### src/rtl/flsv_pkg.sv
// Shared constants, types and helper functions for the forest vote block.
// No dependencies.
package flsv_pkg;

  localparam int MAX_DEPTH   = 4;
  localparam int MAX_TREES   = 128;
  localparam int LABEL_BITS  = 16;

  localparam int LEAVES      = 1 << MAX_DEPTH;
  localparam int STORE_DEPTH = MAX_TREES * LEAVES;
  localparam int ADDR_W      = $clog2(STORE_DEPTH);

  // fixed item field widths
  localparam int TREE_W      = 7;
  localparam int LEAF_W      = 4;
  localparam int WORD_W      = 16;
  localparam int NODES_W     = 15;
  localparam int DEPTH_W     = 3;
  localparam int LCOUNT_W    = 5;
  localparam int VOTE_W      = 8;
  localparam int IDX_W       = 4;
  localparam int OH_W        = 16;

  localparam int NODE_W      = MAX_DEPTH + 1;
  localparam int DEPTH_CW    = $clog2(MAX_DEPTH + 1);
  localparam int LBL_W       = (LABEL_BITS > 1) ? $clog2(LABEL_BITS) : 1;
  localparam int NLAB_W      = $clog2(LABEL_BITS + 1);

  localparam int QUEUE_DEPTH = 2;
  localparam int QPTR_W      = $clog2(QUEUE_DEPTH);
  localparam int QCNT_W      = $clog2(QUEUE_DEPTH + 1);

  localparam logic [VOTE_W-1:0] VOTE_MAX = '1;

  localparam int CFG_IDX_W = 1;
  typedef enum logic [CFG_IDX_W-1:0] {
    CFG_TREE_DEPTH  = 1'b0,
    CFG_LABEL_COUNT = 1'b1
  } cfg_reg_t;

  localparam logic MODE_LOAD = 1'b0;
  localparam logic MODE_EVAL = 1'b1;

  // one queued item between front and back
  typedef struct packed {
    logic              is_load;
    logic              vote_en;
    logic [ADDR_W-1:0] addr;
    logic [WORD_W-1:0] word;
    logic              final_tree;
  } flsv_entry_t;

  function automatic logic [DEPTH_CW-1:0] eff_depth(input logic [DEPTH_W-1:0] v);
    logic [DEPTH_CW-1:0] r;
    if (v == '0) r = DEPTH_CW'(1);
    else if (32'(v) > MAX_DEPTH) r = DEPTH_CW'(MAX_DEPTH);
    else r = DEPTH_CW'(v);
    return r;
  endfunction

  function automatic logic [NLAB_W-1:0] eff_labels(input logic [LCOUNT_W-1:0] v);
    logic [NLAB_W-1:0] r;
    if (v == '0) r = NLAB_W'(1);
    else if (32'(v) > LABEL_BITS) r = NLAB_W'(LABEL_BITS);
    else r = NLAB_W'(v);
    return r;
  endfunction

endpackage

### src/rtl/flsv_front.sv
// Front end: takes items, walks the tree for evaluate items, builds queue entries.
// Depends on flsv_pkg.
module flsv_front import flsv_pkg::*; (
  input  logic                in_push,
  output logic                in_full,
  input  logic                in_mode,
  input  logic [TREE_W-1:0]   in_tree_index,
  input  logic [LEAF_W-1:0]   in_leaf_index,
  input  logic [WORD_W-1:0]   in_label_word,
  input  logic [NODES_W-1:0]  in_node_bits,
  input  logic                in_final_tree,
  input  logic [DEPTH_CW-1:0] depth,
  input  logic                q_full,
  output logic                q_push,
  output flsv_entry_t         q_entry
);

  logic [NODE_W-1:0] walk_node;
  logic [NODE_W-1:0] leaf_num;
  logic              tree_ok;
  logic              accept;

  // breadth-first walk, one level per step
  always_comb begin
    walk_node = '0;
    for (int d = 0; d < MAX_DEPTH; d++) begin
      if (d < int'(depth)) begin
        walk_node = {walk_node[NODE_W-2:0], 1'b0} + NODE_W'(1)
                    + NODE_W'(in_node_bits[walk_node[NODE_W-2:0]]);
      end
    end
  end

  assign leaf_num = walk_node + NODE_W'(1) - (NODE_W'(1) << depth);
  assign tree_ok  = 32'(in_tree_index) < MAX_TREES;
  assign accept   = in_push && !q_full;
  assign in_full  = q_full;

  // loads to a tree outside the store are dropped at the door
  assign q_push = accept && ((in_mode == MODE_EVAL) || tree_ok);

  always_comb begin
    q_entry.is_load    = (in_mode == MODE_LOAD);
    q_entry.vote_en    = tree_ok;
    q_entry.word       = in_label_word;
    q_entry.final_tree = in_final_tree;
    if (in_mode == MODE_LOAD) begin
      q_entry.addr = (ADDR_W'(in_tree_index) << MAX_DEPTH) | ADDR_W'(in_leaf_index);
    end else begin
      q_entry.addr = (ADDR_W'(in_tree_index) << MAX_DEPTH) | ADDR_W'(leaf_num);
    end
  end

endmodule

### config.mk
export PLATFORM = sky130hd
export DESIGN_NAME = flsv_front
export DESIGN_NICKNAME = d
export VERILOG_FILES = /design/src/rtl/flsv_pkg.sv /design/src/rtl/flsv_front.sv
export SDC_FILE = /design/constraint.sdc
export NUM_CORES = 1
export LEC_CHECK = 0
export BUFFER_PORTS_ARGS = -buffer_cell sky130_fd_sc_hd__buf_2
export CORE_ASPECT_RATIO = 1.4
export CORE_MARGIN = 2
export CORE_UTILIZATION = 40
export DETAILED_ROUTE_END_ITERATION = 6
export GPL_TIMING_DRIVEN = 0
export PLACE_DENSITY = 0.81
export RECOVER_POWER = 50
export SLEW_MARGIN = 0
export SYNTH_ARGS = -nofsm -noshare
export SYNTH_HDL_FRONTEND = slang
export SYNTH_SLANG_ARGS = --single-unit
### constraint.sdc
create_clock -name vclk -period 8.75
set_input_delay 1.75 -clock vclk [all_inputs]
set_output_delay 1.75 -clock vclk [all_outputs]
set_load 0.005 [all_outputs]
**Yosys cells after proc, flatten, opt, wreduce, memory -nomap -nowiden**

Cells that the tools add are included.

- Add/subtract/negate cells: 9
- $lt $le $gt $ge: 7
- Shift-type cells: 1
- Muxes and demuxes: 11
- Bitwise gates (word level): 3
- Reductions and logical operators: 2

Operator list:

| operator | number |
|---|---|
| 5-bit by 1-bit adder with 5-bit output, second input constant | 4 |
| 5-bit by 1-bit adder with 5-bit output | 3 |
| 4-bit by 5-bit < comparator with 1-bit output, second input constant | 3 |
| 5-bit two-way mux | 3 |
| 1-bit binary-select mux with 4-bit select | 3 |
| 11-bit two-way mux | 1 |
| 11-bit by 4-bit OR with 11-bit output | 1 |
| 11-bit by 5-bit OR with 11-bit output | 1 |
| 1-bit by 3-bit < comparator with 1-bit output, first input constant | 2 |
| 2-bit by 3-bit < comparator with 1-bit output, first input constant | 2 |
| 1-bit by 3-bit left shift with 5-bit output, first input constant | 1 |
| 5-bit subtractor | 1 |
| 1-bit two-way mux | 3 |
| 1-bit by 1-bit adder with 2-bit output, first input constant | 1 |
| 2-bit two-way mux | 1 |
| 1-bit logical AND | 1 |
| 1-bit logical NOT | 1 |
| 1-bit NOT | 1 |

- Register bits: 0
- Logic and storage cells: 33

**Longest topological paths before layout**

- Word-level depth: 18
- Depth in mapped cells: 30
- Depth with buffers taken out: 27

**Worst setup path after synthesis**

OpenSTA, ideal clock, no wires.

- Path kind: in2out
- Start point: input port depth[0]
- End point: output port q_entry[21] in the netlist's numbering
- Data arrival time: 6.746 ns
- Data required time: 7.000 ns
- Path slack: 0.254 ns
- Stages: 29
- Buffers on the path: 3
- Cells stage by stage: buf_2 nor3_1 o21ai_0 ha_1 buf_2 o21ai_2 nand2_1 mux2_2 a21oi_1 nor2_1 ha_1 xnor2_1 o22a_1 buf_2 nand3_1 a32o_1 mux2_4 mux2i_4 ha_1 xor2_1 nand2_1 o21ai_0 ha_1 ha_1 a21o_1 a21oi_1 xnor2_1 xnor2_1 a21o_1

RTL lines:

| item | RTL line | RTL |
|---|---|---|
| start: declaration | flsv_front.sv:12 | `input logic [DEPTH_CW-1:0] depth,` |
| end: declaration | flsv_front.sv:15 | `output flsv_entry_t q_entry` |

==> results.md <==
* Row cnt at 23
* Vias per Instance at 5.193
* CP endpoint kind: output port
* Number of synthesis warnings at 0
* Internal power at 121.8 uW
* Grt ovf at 0
* Top cell type's share of synthesized area at 17.20%
* Clock power frac at 0%
* CLK BUF at 0
* Gate power share at 100.0%
* Status: completed
* LEAKAGE at 0.8512 nW
* Endpoints failing setup at 0
* Switching power at 100.9 uW
* Synthesized Nets at 215
* Starting DRT DRC Count at 24
* Placer Congestion at 0.8360
* Post-route ant nets at 0
* Flop pwr share at 0%
* Core ar. at 2849 um2
* Worst path bufs/invs at 7
* Drt drc at 0
* All-Layer GR Usage at 16.51%
* Seq cells at 0
* Initial Utilization at 41.37%
* Die extent in y at 68.23 um
* Worst Min Path Start: in_tree_index[1]
* Worst EP arrival at 6850 ps
* Cells after Synth at 155
* Max VDD drop at 0.07544 mV
* Post-Syn Area at 1179 um2
* Top Ports at 81
* Hold crit path type: input pin to output port
* FMAX at 116.2 MHz
* Overall Power at 222.7 uW
* Area Overhead vs Synth at 48.73%
* Hold-critical path depth at 2
* Slew Limit Fails at 0
* Layout cells sized above 1 at 59.01%
* Crit Path Category: input pin to output port
* Hold EP: q_entry[22]
* Die area at 3403 um2
* Top Family by Delay on Critical Path: adder cells
* RSZ-0062 raised after global routing: true
* Sequential element share of the synthesized area at 0%
* Final worst-path cycle share at 98.32%
* Post-DP HPWL at 2363 um
* Drt wl/cell at 12.15 um
* Switching portion of total power at 45.30%
* Slowest cell on the critical path: fa_2
* Seq. cell area at 0 um2
* Largest cells by area after synthesis: buf_4 (17%), ha_1 (11%), o21ai_0 (5.1%)
* Crit path max fanout at 8
* WP data required at 7000 ps
* CP Launch Type: input pin
* Ant diodes at 0
* Maxcap violations at 0
* Port-buffer cells at 55
* Net count, final at 284
* Crit path largest cell delay at 440 ps
* Hold Worst Slack at 3666 ps
* Vias at 1,345
* DRT Pass-1 Iters at 4
* Largest net degree at the start of global routing at 12
* Period minus WS final at 8603 ps
* Util after Layout at 61.53%
* Vias in the first global route at 1,143
* Crit-path most repeated cell: buf_6
* Avg Cell Area, Syn at 7.604 um2
* Post-synth cell types at 46
* Pwr Density at 127.0 nW/um2
* Hold Buf Count CTS at 0
* First-pass GRT wire length at 4554 um
* Largest area contributor in the netlist: buf_4
* Antenna violations before repair at 0
* Die width at 49.88 um
* Final Hold Vio Count at 0
* Post-Route WL at 3148 um
-- worst max path at each step --
stage	from	endpoint	slack [ps]	cells past startpoint
2_1_floorplan	depth[0]	q_entry[21]	250	29
3_3_place_gp	depth[0]	q_entry[21]	-470	31
3_5_place_dp	depth[0]	q_entry[21]	-500	31
4_1_cts	depth[2]	q_entry[21]	30	31
5_1_grt	depth[2]	q_entry[21]	-170	32
6_report	depth[2]	q_entry[19]	150	30
-- routing by layer --
layer	GRT usage (%)	routed length (um)	vias to the layer above	share of wire, %
li1	-	-	672	-
met1	17.82	1113	594	35
met2	34.00	1742	71	55
met3	1.747	245	8	7.8
met4	3.472	46	0	1.5
met5	0	0	-	0
-- Yosys cell counts (all sizes together) (2+ instances only) --
cell,count
nor3,3
xnor2,6
mux2,6
buf,31
nand2b,2
nand3b,2
and2,2
nand2,9
xor2,4
nand3,6
ha,10
clkbuf,2
a21o,3
a21oi,9
a32oi,6
inv,9
nor2,6
o21ai,13
o211ai,2
nor2b,2
mux2i,5
-- what timing repair did --
| action | in CTS | in global routing |
|---|---|---|
| pin swaps | 3 | 20 |
| resized for setup | 12 | 33 |
| setup buffers | 5 | 9 |
| endpoints found under the setup margin | 3 | 3 |
-- cell families after synthesis --
group,synth area share [%]
AO/OA/AOI/OAI,26.01
XOR/XNOR,7.431
adder cells (fa/ha/maj),12.31
buffers and inverters,22.93
multiplexers,12.74
other,0.3182
AND/OR/NAND/NOR,18.26
-- power groups by stage --
stage	clock [mW]	combinational [mW]	sequential (mW)
global placement	0	0.174	0
finish	0	0.223	0
CTS	0	0.192	0
global route	0	0.248	0
detailed placement	0	0.178	0
floorplan	0	0.137	0
-- through the flow --
step                      std cells  instance area (um2)  setup slack (ps)  setup TNS [ps]
after floorplan                 155                 1179             253.6               0
after global placement          247                 1500            -469.5          -790.7
after detailed placement        247                 1500            -502.6          -971.8
after CTS                       251                 1572             29.55               0
after global routing            259                 1753            -173.6          -310.7
final                           259                 1753             146.9               0
-- area by class of cell --
cell class / instances / area [um2]
fillers: 262 / 1096
repair buffers: 69 / 407.9
multi-input cells: 113 / 1023
well taps: 37 / 46.29
inverters: 9 / 33.78
plain buffers: 31 / 241.5
-- cells in the final DEF, fill, tap and decap left out, drive strengths merged, types with 9 or more instances in the layout --
cell	count
buf	84
inv	9
clkbuf	16
o21ai	13
ha	10
nand2	9
a21oi	9
Power figures use the tool's default switching activity.
