[src/rtl/flsv_pkg.sv]
// Shared constants, types and helper functions for the forest vote block.
// No dependencies.
package flsv_pkg;

  localparam int MAX_DEPTH   = 4;
  localparam int MAX_TREES   = 128;
  localparam int LABEL_BITS  = 16;

  localparam int LEAVES      = 1 << MAX_DEPTH;
  localparam int STORE_DEPTH = MAX_TREES * LEAVES;
  localparam int ADDR_W      = $clog2(STORE_DEPTH);

  // fixed item field widths
  localparam int TREE_W      = 7;
  localparam int LEAF_W      = 4;
  localparam int WORD_W      = 16;
  localparam int NODES_W     = 15;
  localparam int DEPTH_W     = 3;
  localparam int LCOUNT_W    = 5;
  localparam int VOTE_W      = 8;
  localparam int IDX_W       = 4;
  localparam int OH_W        = 16;

  localparam int NODE_W      = MAX_DEPTH + 1;
  localparam int DEPTH_CW    = $clog2(MAX_DEPTH + 1);
  localparam int LBL_W       = (LABEL_BITS > 1) ? $clog2(LABEL_BITS) : 1;
  localparam int NLAB_W      = $clog2(LABEL_BITS + 1);

  localparam int QUEUE_DEPTH = 2;
  localparam int QPTR_W      = $clog2(QUEUE_DEPTH);
  localparam int QCNT_W      = $clog2(QUEUE_DEPTH + 1);

  localparam logic [VOTE_W-1:0] VOTE_MAX = '1;

  localparam int CFG_IDX_W = 1;
  typedef enum logic [CFG_IDX_W-1:0] {
    CFG_TREE_DEPTH  = 1'b0,
    CFG_LABEL_COUNT = 1'b1
  } cfg_reg_t;

  localparam logic MODE_LOAD = 1'b0;
  localparam logic MODE_EVAL = 1'b1;

  // one queued item between front and back
  typedef struct packed {
    logic              is_load;
    logic              vote_en;
    logic [ADDR_W-1:0] addr;
    logic [WORD_W-1:0] word;
    logic              final_tree;
  } flsv_entry_t;

  function automatic logic [DEPTH_CW-1:0] eff_depth(input logic [DEPTH_W-1:0] v);
    logic [DEPTH_CW-1:0] r;
    if (v == '0) r = DEPTH_CW'(1);
    else if (32'(v) > MAX_DEPTH) r = DEPTH_CW'(MAX_DEPTH);
    else r = DEPTH_CW'(v);
    return r;
  endfunction

  function automatic logic [NLAB_W-1:0] eff_labels(input logic [LCOUNT_W-1:0] v);
    logic [NLAB_W-1:0] r;
    if (v == '0) r = NLAB_W'(1);
    else if (32'(v) > LABEL_BITS) r = NLAB_W'(LABEL_BITS);
    else r = NLAB_W'(v);
    return r;
  endfunction

endpackage

[src/rtl/flsv_queue.sv]
// Short item queue between the front and back ends.
// Depends on flsv_pkg.
module flsv_queue import flsv_pkg::*; (
  input  logic        clk,
  input  logic        rst_n,
  input  logic        push,
  input  flsv_entry_t push_entry,
  output logic        full,
  input  logic        pop,
  output flsv_entry_t head,
  output logic        empty
);

  flsv_entry_t       slot_r [QUEUE_DEPTH];
  logic [QPTR_W-1:0] wr_ptr_r;
  logic [QPTR_W-1:0] rd_ptr_r;
  logic [QCNT_W-1:0] count_r;
  logic              do_push;
  logic              do_pop;

  assign full    = (count_r == QCNT_W'(QUEUE_DEPTH));
  assign empty   = (count_r == '0);
  assign head    = slot_r[rd_ptr_r];
  assign do_push = push && !full;
  assign do_pop  = pop && !empty;

  function automatic logic [QPTR_W-1:0] ptr_inc(input logic [QPTR_W-1:0] p);
    logic [QPTR_W-1:0] r;
    if (p == QPTR_W'(QUEUE_DEPTH - 1)) r = '0;
    else r = p + QPTR_W'(1);
    return r;
  endfunction

  always_ff @(posedge clk) begin
    if (!rst_n) begin
      wr_ptr_r <= '0;
      rd_ptr_r <= '0;
      count_r  <= '0;
    end else begin
      if (do_push) begin
        slot_r[wr_ptr_r] <= push_entry;
        wr_ptr_r         <= ptr_inc(wr_ptr_r);
      end
      if (do_pop) rd_ptr_r <= ptr_inc(rd_ptr_r);
      if (do_push && !do_pop) count_r <= count_r + QCNT_W'(1);
      else if (do_pop && !do_push) count_r <= count_r - QCNT_W'(1);
    end
  end

endmodule

[config.mk]
export PLATFORM = sky130hd
export DESIGN_NAME = flsv_queue
export DESIGN_NICKNAME = d
export VERILOG_FILES = /design/src/rtl/flsv_pkg.sv /design/src/rtl/flsv_queue.sv
export SDC_FILE = /design/constraint.sdc
export NUM_CORES = 1
export LEC_CHECK = 0
export ABC_AREA = 1
export BUFFER_PORTS_ARGS = -buffer_cell sky130_fd_sc_hd__buf_2
export CAP_MARGIN = 15
export CORE_MARGIN = 5
export CORE_UTILIZATION = 51
export DETAILED_ROUTE_END_ITERATION = 12
export PLACE_DENSITY = 0.77
export SYNTH_ARGS = -nofsm -noshare
export SYNTH_HDL_FRONTEND = slang
export SYNTH_SLANG_ARGS = --single-unit
[constraint.sdc]
create_clock -name clk -period 3.9 [get_ports clk]
set_input_delay 0.195 -clock clk [delete_from_list [all_inputs] [get_ports clk]]
set_output_delay 0.195 -clock clk [all_outputs]
set_load 0.05 [all_outputs]
Yosys cells after proc, flatten, opt, wreduce, memory -nomap -nowiden
Memories as Yosys holds them, arrays and structs flattened. A register that Yosys moved wholly into a read port is not among the register bits.
Index checks and enable logic that the tools add are counted.
{"block": "classes", "eq_ne": 1, "mux": 9, "n_reduce_logical": 10, "n_addsub": 4}
{"operator": "$mux W1", "n": 7}
{"operator": "$logic_and A1 B1 Y1", "n": 4}
{"operator": "$logic_not A1 Y1", "n": 4}
{"operator": "$mux W2", "n": 2}
{"operator": "$add A1 B1 Y1 const B", "n": 2}
{"operator": "$add A2 B1 Y2 const B", "n": 1}
{"operator": "$eq A2 B2 Y1 const B", "n": 1}
{"operator": "$logic_not A2 Y1", "n": 1}
{"operator": "$reduce_bool A2 Y1", "n": 1}
{"operator": "$sub A2 B1 Y2 const B", "n": 1}
{"block": "word_totals", "mem_count": 1, "elab_cells": 28, "output_inout_bits": 32, "ram_bits": 60, "input_bits": 34, "reg_bits": 4}
{"memory": "slot_r", "depth": 2, "width": 30, "read_ports": 1, "rd_clocked_by_memory_dff": 1, "write_ports": 1, "line_no": "flsv_queue.sv:14", "rtl": "flsv_entry_t slot_r [QUEUE_DEPTH];"}

Depth between registers and ports, before layout
Gate-level depths: netlist of the first run.
{"block": "depth", "depth_word": 7, "depth_mapped": 10, "mapped_depth_nobuf": 10}

Least setup slack after synthesis of the first run
Ideal clock, no wire load.
{"block": "synth_path", "path_type": "register to register", "startpoint": "register count_r[0]", "endpoint": "memory slot_r[1][0] (netlist name), enable pin", "period_less_slack_ps": 3022, "t_arrival_ps": 2568, "path_slack_ps": 878, "path_stages_with_launch": 3, "path_cell_list": "dfxtp_1 -> o21ai_1 -> nor3_1"}
{"block": "synth_between", "elab_chain_len": 6}
{"item": "start, declared", "line_no": "flsv_queue.sv:17", "rtl": "logic [QCNT_W-1:0] count_r;"}
{"item": "start signal, assigned", "line_no": "flsv_queue.sv:45", "rtl": "if (do_push && !do_pop) count_r <= count_r + QCNT_W'(1);"}
{"item": "start signal, assigned", "line_no": "flsv_queue.sv:46", "rtl": "else if (do_pop && !do_push) count_r <= count_r - QCNT_W'(1);"}
{"item": "$eq A2 B2 Y1", "line_no": "flsv_queue.sv:21", "rtl": "assign full = (count_r == QCNT_W'(QUEUE_DEPTH));"}
{"item": "$logic_not A1 Y1", "line_no": "flsv_queue.sv:24", "rtl": "assign do_push = push && !full;"}
{"item": "$logic_and A1 B1 Y1", "line_no": "flsv_queue.sv:24"}
{"item": "$mux W1", "line_no": "flsv_queue.sv:40", "rtl": "if (do_push) begin"}
{"item": "$mux W1", "line_no": "flsv_queue.sv:35", "rtl": "if (!rst_n) begin"}
{"item": "$mux W1 (implied by the code)", "line_no": "flsv_queue.sv:41", "rtl": "slot_r[wr_ptr_r] <= push_entry;"}
{"item": "end, declared", "line_no": "flsv_queue.sv:14"}
No other way between the ends.

Worst setup path after layout of the first run
{"block": "layout_path", "startpoint": "register count_r[0]", "endpoint": "memory slot_r[1][10] (netlist name), enable pin"}
Same word-level chain as after synthesis.

==> results of run 1 <==
## power breakdown
group | switching (W) | leakage, nW | internal (W)
clock network | 0.000231 | 0.107 | 0.000347
logic | 0.000476 | 0.476 | 0.000182
registers | 0.0000225 | 0.591 | 0.000837
total | 0.000729 | 1.17 | 0.00137
## cells in the mapped netlist
cell,number,share of area (%)
a21oi_1,1,0.20
a21oi_2,1,0.36
clkbuf_8,3,1.7
dfxtp_1,5,4.1
edfxtp_1,60,74
ha_1,1,0.51
inv_1,9,1.4
inv_2,1,0.15
mux2_2,30,14
nand2_1,7,1.1
nand2_2,1,0.26
nand3_1,1,0.20
nand4_1,1,0.26
nor2_1,6,0.92
nor2_2,3,0.77
nor3_1,1,0.20
o21ai_0,1,0.20
o21ai_1,1,0.20
## critical path, delay by kind of cell (launching register included)
kind,cells,cell delay [ps]
compound gates,1,130
buf+inv,1,420
flops,1,410
simple gates,1,600
## worst paths after layout
kind / from / end / slack (ps) / depth (start not counted)
worst max-delay path: count_r[0] / slot_r[1][10] / 2000 / 3
worst min-delay path: push_entry[23] / slot_r[1][23] / 50 / 1
worst max register to register: count_r[0] / slot_r[1][10] / 2000 / 3
worst min register to register: wr_ptr_r / wr_ptr_r / 480 / 2
## stage by stage
stage | utilization [%] | worst slack, ps | hold slack [ps] | std cells | power (W)
6_report | 64.67 | 1997 | 53.79 | 268 | 0.002096
2_1_floorplan | - | 877.6 | 293.9 | 133 | 0.001411
3_3_place_gp | 60.24 | 2026 | 383.1 | 252 | 0.001532
5_1_grt | 64.67 | 1802 | 30.02 | 268 | 0.002192
3_5_place_dp | 60.24 | 1958 | 388.0 | 252 | 0.001541
4_1_cts | 64.67 | 1954 | 34.74 | 268 | 0.002121
## cells by family (layout without fill, tap and decap cells)
family / Yosys count / count (layout) / share of synthesized area, %
compound gates: 4 / 4 / 0.9718
simple gates: 20 / 20 / 3.685
mux: 30 / 30 / 13.82
flops: 65 / 65 / 77.79
buf+inv: 13 / 94 / 3.224
fa+ha+maj: 1 / 1 / 0.5117
## state kept, by name, indices dropped and copies added (netlist names), named ones only
name / count
count_r: 2
rd_ptr_r: 1
slot_r: 60
wr_ptr_r: 1
## layout make-up
type,instances,area (um^2)
inverters,10,37.54
clock inverters,2,35.03
repair buffers,68,347.8
clock buffers,14,172.7
multi-input cells,55,471.7
flip-flops and latches,65,1902
fillers,355,1658
well taps,54,67.56
## routing by layer
metal	part of all wire (%)	routed length (um)	vias up	track usage, %
met5	0	0	-	0
met2	50	2062	38	23.32
li1	-	-	645	-
met4	1.4	59	0	6.701
met1	42	1738	627	17.15
met3	6.6	271	7	6.009
==> impl_results.md, run 1 <==
- CTS buffer count: 9
- Io pins: 66
- CTS max path bufs: 2
- Routability cong.: 0.7525
- Final period util: 48.80%
- CTS tree: yes
- Most frequent cells in the layout: 65 x buf_2, 60 x edfxtp_1, 30 x mux2_2
- Status: completed
- Worst VDD drop: 0.4939 mV
- PwrDens: 690.7 nW/um^2
- DRT iter0 DRCs: 42
- Worst-Skew Late Latency: 330 ps
- Final Max Tran Viols: 0
- Min-delay worst type: in -> reg
- Vias per cell: 4.914
- WP data required: 3900 ps
- Worst clock skew: 4.753 ps
- Minimum clock period after layout: 1903 ps
- DP Area: 2826 um^2
- Post-synthesis cell count: 133
- Root buffer cell: clkbuf_8
- Die extent in x: 79.24 um
- Syn Nets: 168
- # DRC: 0
- First-pass GRT wire length: 6699 um
- GR Overflow Total: 0
- Worst slew pin tran: 766.8 ps
- CTS Sinks: 65
- RSZ-0062 raised after global routing: false
- GR Util All Layers: 14.58%
- CP Class: reg -> reg
- Cell row count: 25
- Layout cells sized above 1: 56.07%
- Seq/Total Area, Yosys: 77.79%
- Post-CTS Repair Setup Buffers: 0
- Final setup viols: 0
- Die height: 79.24 um
- WL final: 4131 um
- Setup TNS: 0 ps
- Die Area: 6278 um^2
- IO buf count: 65
- MaxCap Viol Count: 0
- Initial antenna violation count: 0
- Synth warn: 0
- Syn-to-layout area delta: 24.10%
- Slew headroom: 48.60%
- Fin nets: 244
- Number of hold buffers added after CTS: 0
- H-tree lvl count: 3
- Largest net degree at the start of global routing: 31
- Final ANT Viol Nets: 0
- Crit Path Max Fanout: 21
- Mapped Area: 2445 um^2
- Critical Path AT: 1910 ps
- Critical path capture point type: flip-flop
- Initial core utilization: 52.11%
- Fin area: 3034 um^2
- Pre-antenna DRT Iters: 4
- CP max stage delay: 600 ps
- Crit path cell chain: o21ai_1 -> nor3_2 -> buf_4
- Final Hold Viols: 0
- Area of the core: 4692 um^2
- Post-synthesis register bit count: 65
- Leak: 1.173 nW
- Post-synth cell types: 18
- Inserted Diodes: 0
- Max Freq: 525.5 MHz
- Drt wl/cell: 15.41 um
- Vias in the first global route: 1,402
- Via count: 1,317
- Post-Syn Area per Cell: 18.38 um^2
- Critical path startpoint category: flip-flop
- # resized after CTS: 0
- Post-DP HPWL: 2823 um
- Commonest non-fill, non-tap cell in the layout: buf_2
- Critical path's slowest cell: nor3_2
- Clk slew on worst S/H paths: 70 ps
(Power assumes the default switching activity.)
==> inputs of run 2 (changes only) <==
- clock period: 3.9 -> 1.9 ns (I/O delays scaled with it)
==> run 2 against run 1 <==
  * Sequential share of layout area fell by 5.8 points
  * First-iteration DRC count grew 71%
  * Highest routed layer unchanged
  * Register-to-register slack worse by 1600 ps
==> impl_results.md, run 2 (synthesis gave the netlist of run 1 again) <==
- Via count: 1,471 (+12%)
- # resized after CTS: 0 (unchanged)
- Fin nets: 276 (+13%)
- PwrDens: 1291 nW/um^2 (+87%)
- Critical path startpoint category: flip-flop
- Critical path's slowest cell: mux2_2
- RSZ-0062 raised after global routing: false
- CTS tree: yes
- Worst VDD drop: 1.225 mV (+150%)
- GR Overflow Total: 0 (unchanged)
- Largest register FFs: 60 (unchanged)
- Setup TNS: 0 ps (unchanged)
- Critical Path AT: 1600 ps (-310 ps)
- WL final: 5005 um (+21%)
- Max Freq: 591.5 MHz
- Clk slew on worst S/H paths: 70 ps (about the same)
- CP max stage delay: 400 ps (-200 ps)
- Family with the most delay on the worst path: buffers and inverters
- Min-delay worst type: in -> reg
- Worst-Skew Late Latency: 320 ps (about the same)
- Root buffer cell: clkbuf_8
- Syn-to-layout area delta: 36.64%
- Top flop regs: slot_r (60), count_r (2)
- Pre-antenna DRT Iters: 4 (unchanged)
- H-tree lvl count: 3 (unchanged)
- Drt wl/cell: 16.68 um (+8.2%)
- CTS max path bufs: 2 (unchanged)
- Critical path capture point type: primary output
- Top reg by flops: slot_r
- End-of-flow core utilization: 71.20% (+6.5 points)
- Vias per cell: 4.903 (-0.22%)
- MaxCap Viol Count: 0 (unchanged)
- Crit Path Max Fanout: 30 (+43%)
- WP buf/inv: 2 (+1)
- Minimum clock period after layout: 1691 ps
- Routability cong.: 0.6800 (-9.6%)
- Reg2reg path depth: 9 (+6)
- Layout cells sized above 1: 49.39% (-6.7 points)
- Worst slew pin tran: 379.4 ps (-387.4 ps)
- Final ANT Viol Nets: 0 (unchanged)
- Largest net degree at the start of global routing: 31 (unchanged)
- GR Util All Layers: 17.20% (+2.6 points)
- WP data required: 1800 ps (-2100 ps)
- Cell row count: 25 (unchanged)
- Number of hold buffers added after CTS: 30 (+30)
- DRT iter0 DRCs: 72 (+71%)
- Final Hold Viols: 0 (unchanged)
- Status: completed
- Final Worst Setup Slack: 209.3 ps (-1788 ps)
- Worst clock skew: 4.664 ps (-0.08852 ps)
- CTS buffer count: 9 (unchanged)
- Final Max Tran Viols: 0 (unchanged)
- FILL cells: 308 (-13%)
- Hold_ws: 47.79 ps (-6.000 ps)
- Die Area: 6278 um^2 (unchanged)
- Hold depth: 3 (+2)
- Slew headroom: 74.71% (+26 points)
- Die extent in x: 79.24 um (unchanged)
- FF/Latch Area: 1902 um^2 (unchanged)
- Area of the multi-input gates: 483.0 um^2 (+2.4%)
- Leak: 1.304 nW (+11%)
- # DRC: 0 (unchanged)
- Post-DP HPWL: 3208 um (+14%)
- DP Worst Slack: 454.3 ps (-1504 ps)
- Commonest non-fill, non-tap cell in the layout: buf_2
- Initial antenna violation count: 0 (unchanged)
- Initial core utilization: 52.11% (unchanged)
- Post-CTS Repair Setup Buffers: 0 (unchanged)
- Vias in the first global route: 1,659 (+18%)
- Io pins: 66 (unchanged)
- Die height: 79.24 um (unchanged)
- Area of the core: 4692 um^2 (unchanged)
- Final period util: 88.99%
- First-pass GRT wire length: 7983 um (+19%)
- Final setup viols: 0 (unchanged)
- Most frequent cells in the layout: 65 x buf_2, 60 x edfxtp_1, 30 x mux2_2, 30 x dlygate4sd3_1, 10 x clkbuf_8
- WP depth: 3 (unchanged)
- CTS Sinks: 65 (unchanged)
- IO buf count: 65 (unchanged)
- CP Class: reg -> out
- Crit path cell chain: buf_4 -> mux2_2 -> buf_2
[run 2: cell types whose count changed in the layout (fill, tap and decap cells not counted), sizes merged]
cell,previous run,this run
clkbuf,14,11
dlygate4sd3,0,30
clkinv,1,3
diode,0,1
buf,68,70
[run 2: final cells by class]
class,instances,share of cell area [%]
repair buffers,100,19.85
clock buffers,11,4.232
diodes,1,0.07491
well taps,54,2.022
clock inverters,4,1.311
flip-flops and latches,65,56.93
multi-input cells,55,14.46
inverters,10,1.124
[run 2: path summary, 6_finish.rpt]
path	start	endpoint	slack (ps)
worst max register to register	count_r[0]	count_r[1]	440
worst min register to register	wr_ptr_r	wr_ptr_r	490
worst max-delay path	flip-flop	head[8]	210
worst min-delay path	rst_n	count_r[1]	50
[run 2: tightest hold or removal path, cell delays in order]
cell and delay, ps:
buf_2 120, nand2_1 70, nor2_1 40
[run 2: report_power, final]
group	internal (W)	switching (W)	total, W
clock	0.000626	0.000480	0.00111
combinational	0.000424	0.00101	0.00144
sequential	0.00172	0.0000526	0.00177
[run 2: routing by layer]
layer / track usage (%) / wire length [um]
met1: 19.65 / 2014
met2: 30.30 / 2689
met3: 5.215 / 249
met4: 6.357 / 51
met5: 0 / 0
[run 2: stage by stage]
stage          total power, W  instance area [um^2]  cells
6_report             0.004314                  3341    300
5_1_grt              0.004505                  3338    299
4_1_cts              0.004342                  3338    299
3_5_place_dp         0.003190                  2853    254
3_3_place_gp         0.003137                  2853    254
2_1_floorplan        0.002904                  2464    133
==> inputs of run 3 (changes only) <==
- RECOVER_POWER: unset -> 100
- SLEW_MARGIN: unset -> 20
==> run 3 against run 2 <==
  * Sequential power barely moved
  * Via count decreased by 0.68%
  * Worst hold slack lost 8.3 ps
  * Clock power hardly changed
  * Global-route usage did not move
  * Fmax is 3.2% lower
  * Power is 0.83% lower
  * Register-to-register slack worse by 140 ps
  * Non-clock buffer count is the same
  * First-iteration DRC count increased by 8.3%
==> impl_results.md, run 3 (synthesis gave the netlist of run 1 again) <==
- Final Worst Setup Slack: 152.7 ps (-56.56 ps)
- Initial antenna violation count: 0 (unchanged)
- First-pass GRT wire length: 7983 um (unchanged)
- Die Area: 6278 um^2 (unchanged)
- Vias per cell: 4.870 (-0.68%)
- GR Util met1: 19.65% (unchanged)
- Top reg by flops: slot_r
- CP Capture Point: head[11]
- Root buffer cell: clkbuf_8
- Clk slew on worst S/H paths: 70 ps (about the same)
- RSZ-0062 raised after global routing: false
- Setup TNS: 0 ps (unchanged)
- Worst clock skew: 4.284 ps (-0.3797 ps)
- Leak: 1.238 nW (-5.0%)
- Die height: 79.24 um (unchanged)
- Pre-antenna DRT Iters: 4 (unchanged)
- DP Area: 2853 um^2 (unchanged)
- Max Freq: 572.3 MHz (-3.2%)
- Worst VDD drop: 1.177 mV (-3.9%)
- Net Switching: 0.001536 W (-0.55%)
- Commonest non-fill, non-tap cell in the layout: edfxtp_1
- Area of the core: 4692 um^2 (unchanged)
- Fin nets: 276 (unchanged)
- Combinational share of power: 32.7% (-0.6 points)
- Worst slew pin tran: 590.4 ps (+211.0 ps)
- CTS tree: yes
- Final Hold Viols: 0 (unchanged)
- Most frequent cells in the layout: 60 x edfxtp_1, 30 x mux2_2, 30 x dlygate4sd3_1
- Die extent in x: 79.24 um (unchanged)
- DRT iter0 DRCs: 78 (+8.3%)
- GR Overflow Total: 0 (unchanged)
- CTS max path bufs: 2 (unchanged)
- Final setup viols: 0 (unchanged)
- Worst-Skew Late Latency: 320 ps (about the same)
- Critical path startpoint category: flip-flop
- Worst r2r dst: slot_r[0][16]
- Io pins: 66 (unchanged)
- Sequential power share: 41.4% (+0.3 points)
- Routability cong.: 0.6800 (unchanged)
- WP data required: 1800 ps (about the same)
- CP Class: reg -> out
- Largest net degree at the start of global routing: 31 (unchanged)
- GRT Max-Usage Layer: met2
- Area of the multi-input gates: 473.0 um^2 (-2.1%)
- Minimum clock period after layout: 1747 ps (+56.56 ps)
- Reg2reg start: count_r[0]
- Final period util: 91.96% (+3.0 points)
- PwrDens: 1300 nW/um^2 (+0.68%)
- MaxCap Viol Count: 0 (unchanged)
- Drt wl/cell: 16.58 um (-0.60%)
- Status: completed
- IO buf count: 65 (unchanged)
- Via count: 1,461 (-0.68%)
- FF/Latch Area: 1902 um^2 (unchanged)
- Clock Power Share: 25.9% (+0.2 points)
- DP Worst Slack: 454.3 ps (unchanged)
- H-tree lvl count: 3 (unchanged)
- R2R setup slack: 300 ps (-140 ps)
- Cell row count: 25 (unchanged)
- Final Max Tran Viols: 0 (unchanged)
- Post-CTS Repair Setup Buffers: 0 (unchanged)
- Min-delay worst type: in -> reg
- Met3 usage: 5.215% (unchanged)
- Critical Path AT: 1650 ps (+50 ps)
- Layout cells sized above 1: 37.96% (-11 points)
- Syn-to-layout area delta: 34.60%
- Critical path capture point type: primary output
- CTS Sinks: 65 (unchanged)
- Top flop regs: slot_r (60), count_r (2)
- Crit Path Max Fanout: 30 (unchanged)
- # DRC: 0 (unchanged)
- Fin area: 3291 um^2 (-1.5%)
- Slew headroom: 60.81% (-14 points)
- WL final: 4975 um (-0.60%)
- Largest register FFs: 60 (unchanged)
- Reg2reg path depth: 5 (-4)
- Internal power: 0.002742 W (-0.99%)
- Met2 usage: 30.30% (unchanged)
- GR Util All Layers: 17.20% (unchanged)
- Post-DP HPWL: 3208 um (unchanged)
- Final ANT Viol Nets: 0 (unchanged)
- Vias in the first global route: 1,659 (unchanged)
- CTS buffer count: 9 (unchanged)
- FILL cells: 335 (+8.8%)
- Initial core utilization: 52.11% (unchanged)
- Sw Share: 35.90% (+0.10 points)
[run 3: layer usage]
| metal | up-vias | routed length (um) |
|---|---|---|
| met5 | - | 0 |
| met4 | 0 | 33 |
| met3 | 4 | 252 |
| met2 | 47 | 2694 |
| met1 | 694 | 1994 |
| li1 | 716 | - |
[run 3: power groups by stage]
stage | logic, W | registers, W | clock network, W
2_1_floorplan | 0.00111 | 0.00179 | 0
3_3_place_gp | 0.00135 | 0.00179 | 0
3_5_place_dp | 0.00139 | 0.00180 | 0
4_1_cts | 0.00144 | 0.00177 | 0.00113
5_1_grt | 0.00149 | 0.00178 | 0.00120
6_report | 0.00140 | 0.00177 | 0.00111
[run 3: how the worst min path moves through the flow]
| stage | startpoint | to | slack [ps] | depth (start not counted) |
|---|---|---|---|---|
| after global routing | rst_n | count_r[1] | 40 | 3 |
| after floorplan | push_entry[0] | slot_r[0][0] | 190 | 0 |
| after global placement | push_entry[27] | slot_r[1][27] | 280 | 1 |
| after detailed placement | push_entry[25] | slot_r[1][25] | 290 | 1 |
| after CTS | rst_n | count_r[1] | 30 | 3 |
| final | rst_n | count_r[1] | 40 | 3 |
[run 3: repair_timing]
item	4_1_cts	5_1_grt
hold buffers	30	0
resized for setup	0	0
hold endpoints to repair	60	0
[run 3: metrics by stage]
step                power [W]  hold slack (ps)  std cells  util, %
floorplan            0.002904            193.9        133        -
global placement     0.003137            284.5        254    60.80
detailed placement   0.003190            286.5        254    60.80
CTS                  0.004342            30.45        299    71.15
global route         0.004470            37.77        299    70.08
finish               0.004278            39.50        300    70.13
[run 3: final cells by class]
type                    count  share of cell area, %
well taps                  54                  2.053
multi-input cells          55                  14.37
repair buffers            100                  18.94
clock buffers              11                  4.297
clock inverters             4                  1.331
inverters                  10                  1.141
flip-flops and latches     65                  57.79
diodes                      1                0.07605
[run 3: worst max-delay path: stages (launching register included)]
cell and delay (ps):
dfxtp_1 300, clkbuf_4 390, mux2_2 390, clkbuf_2 240
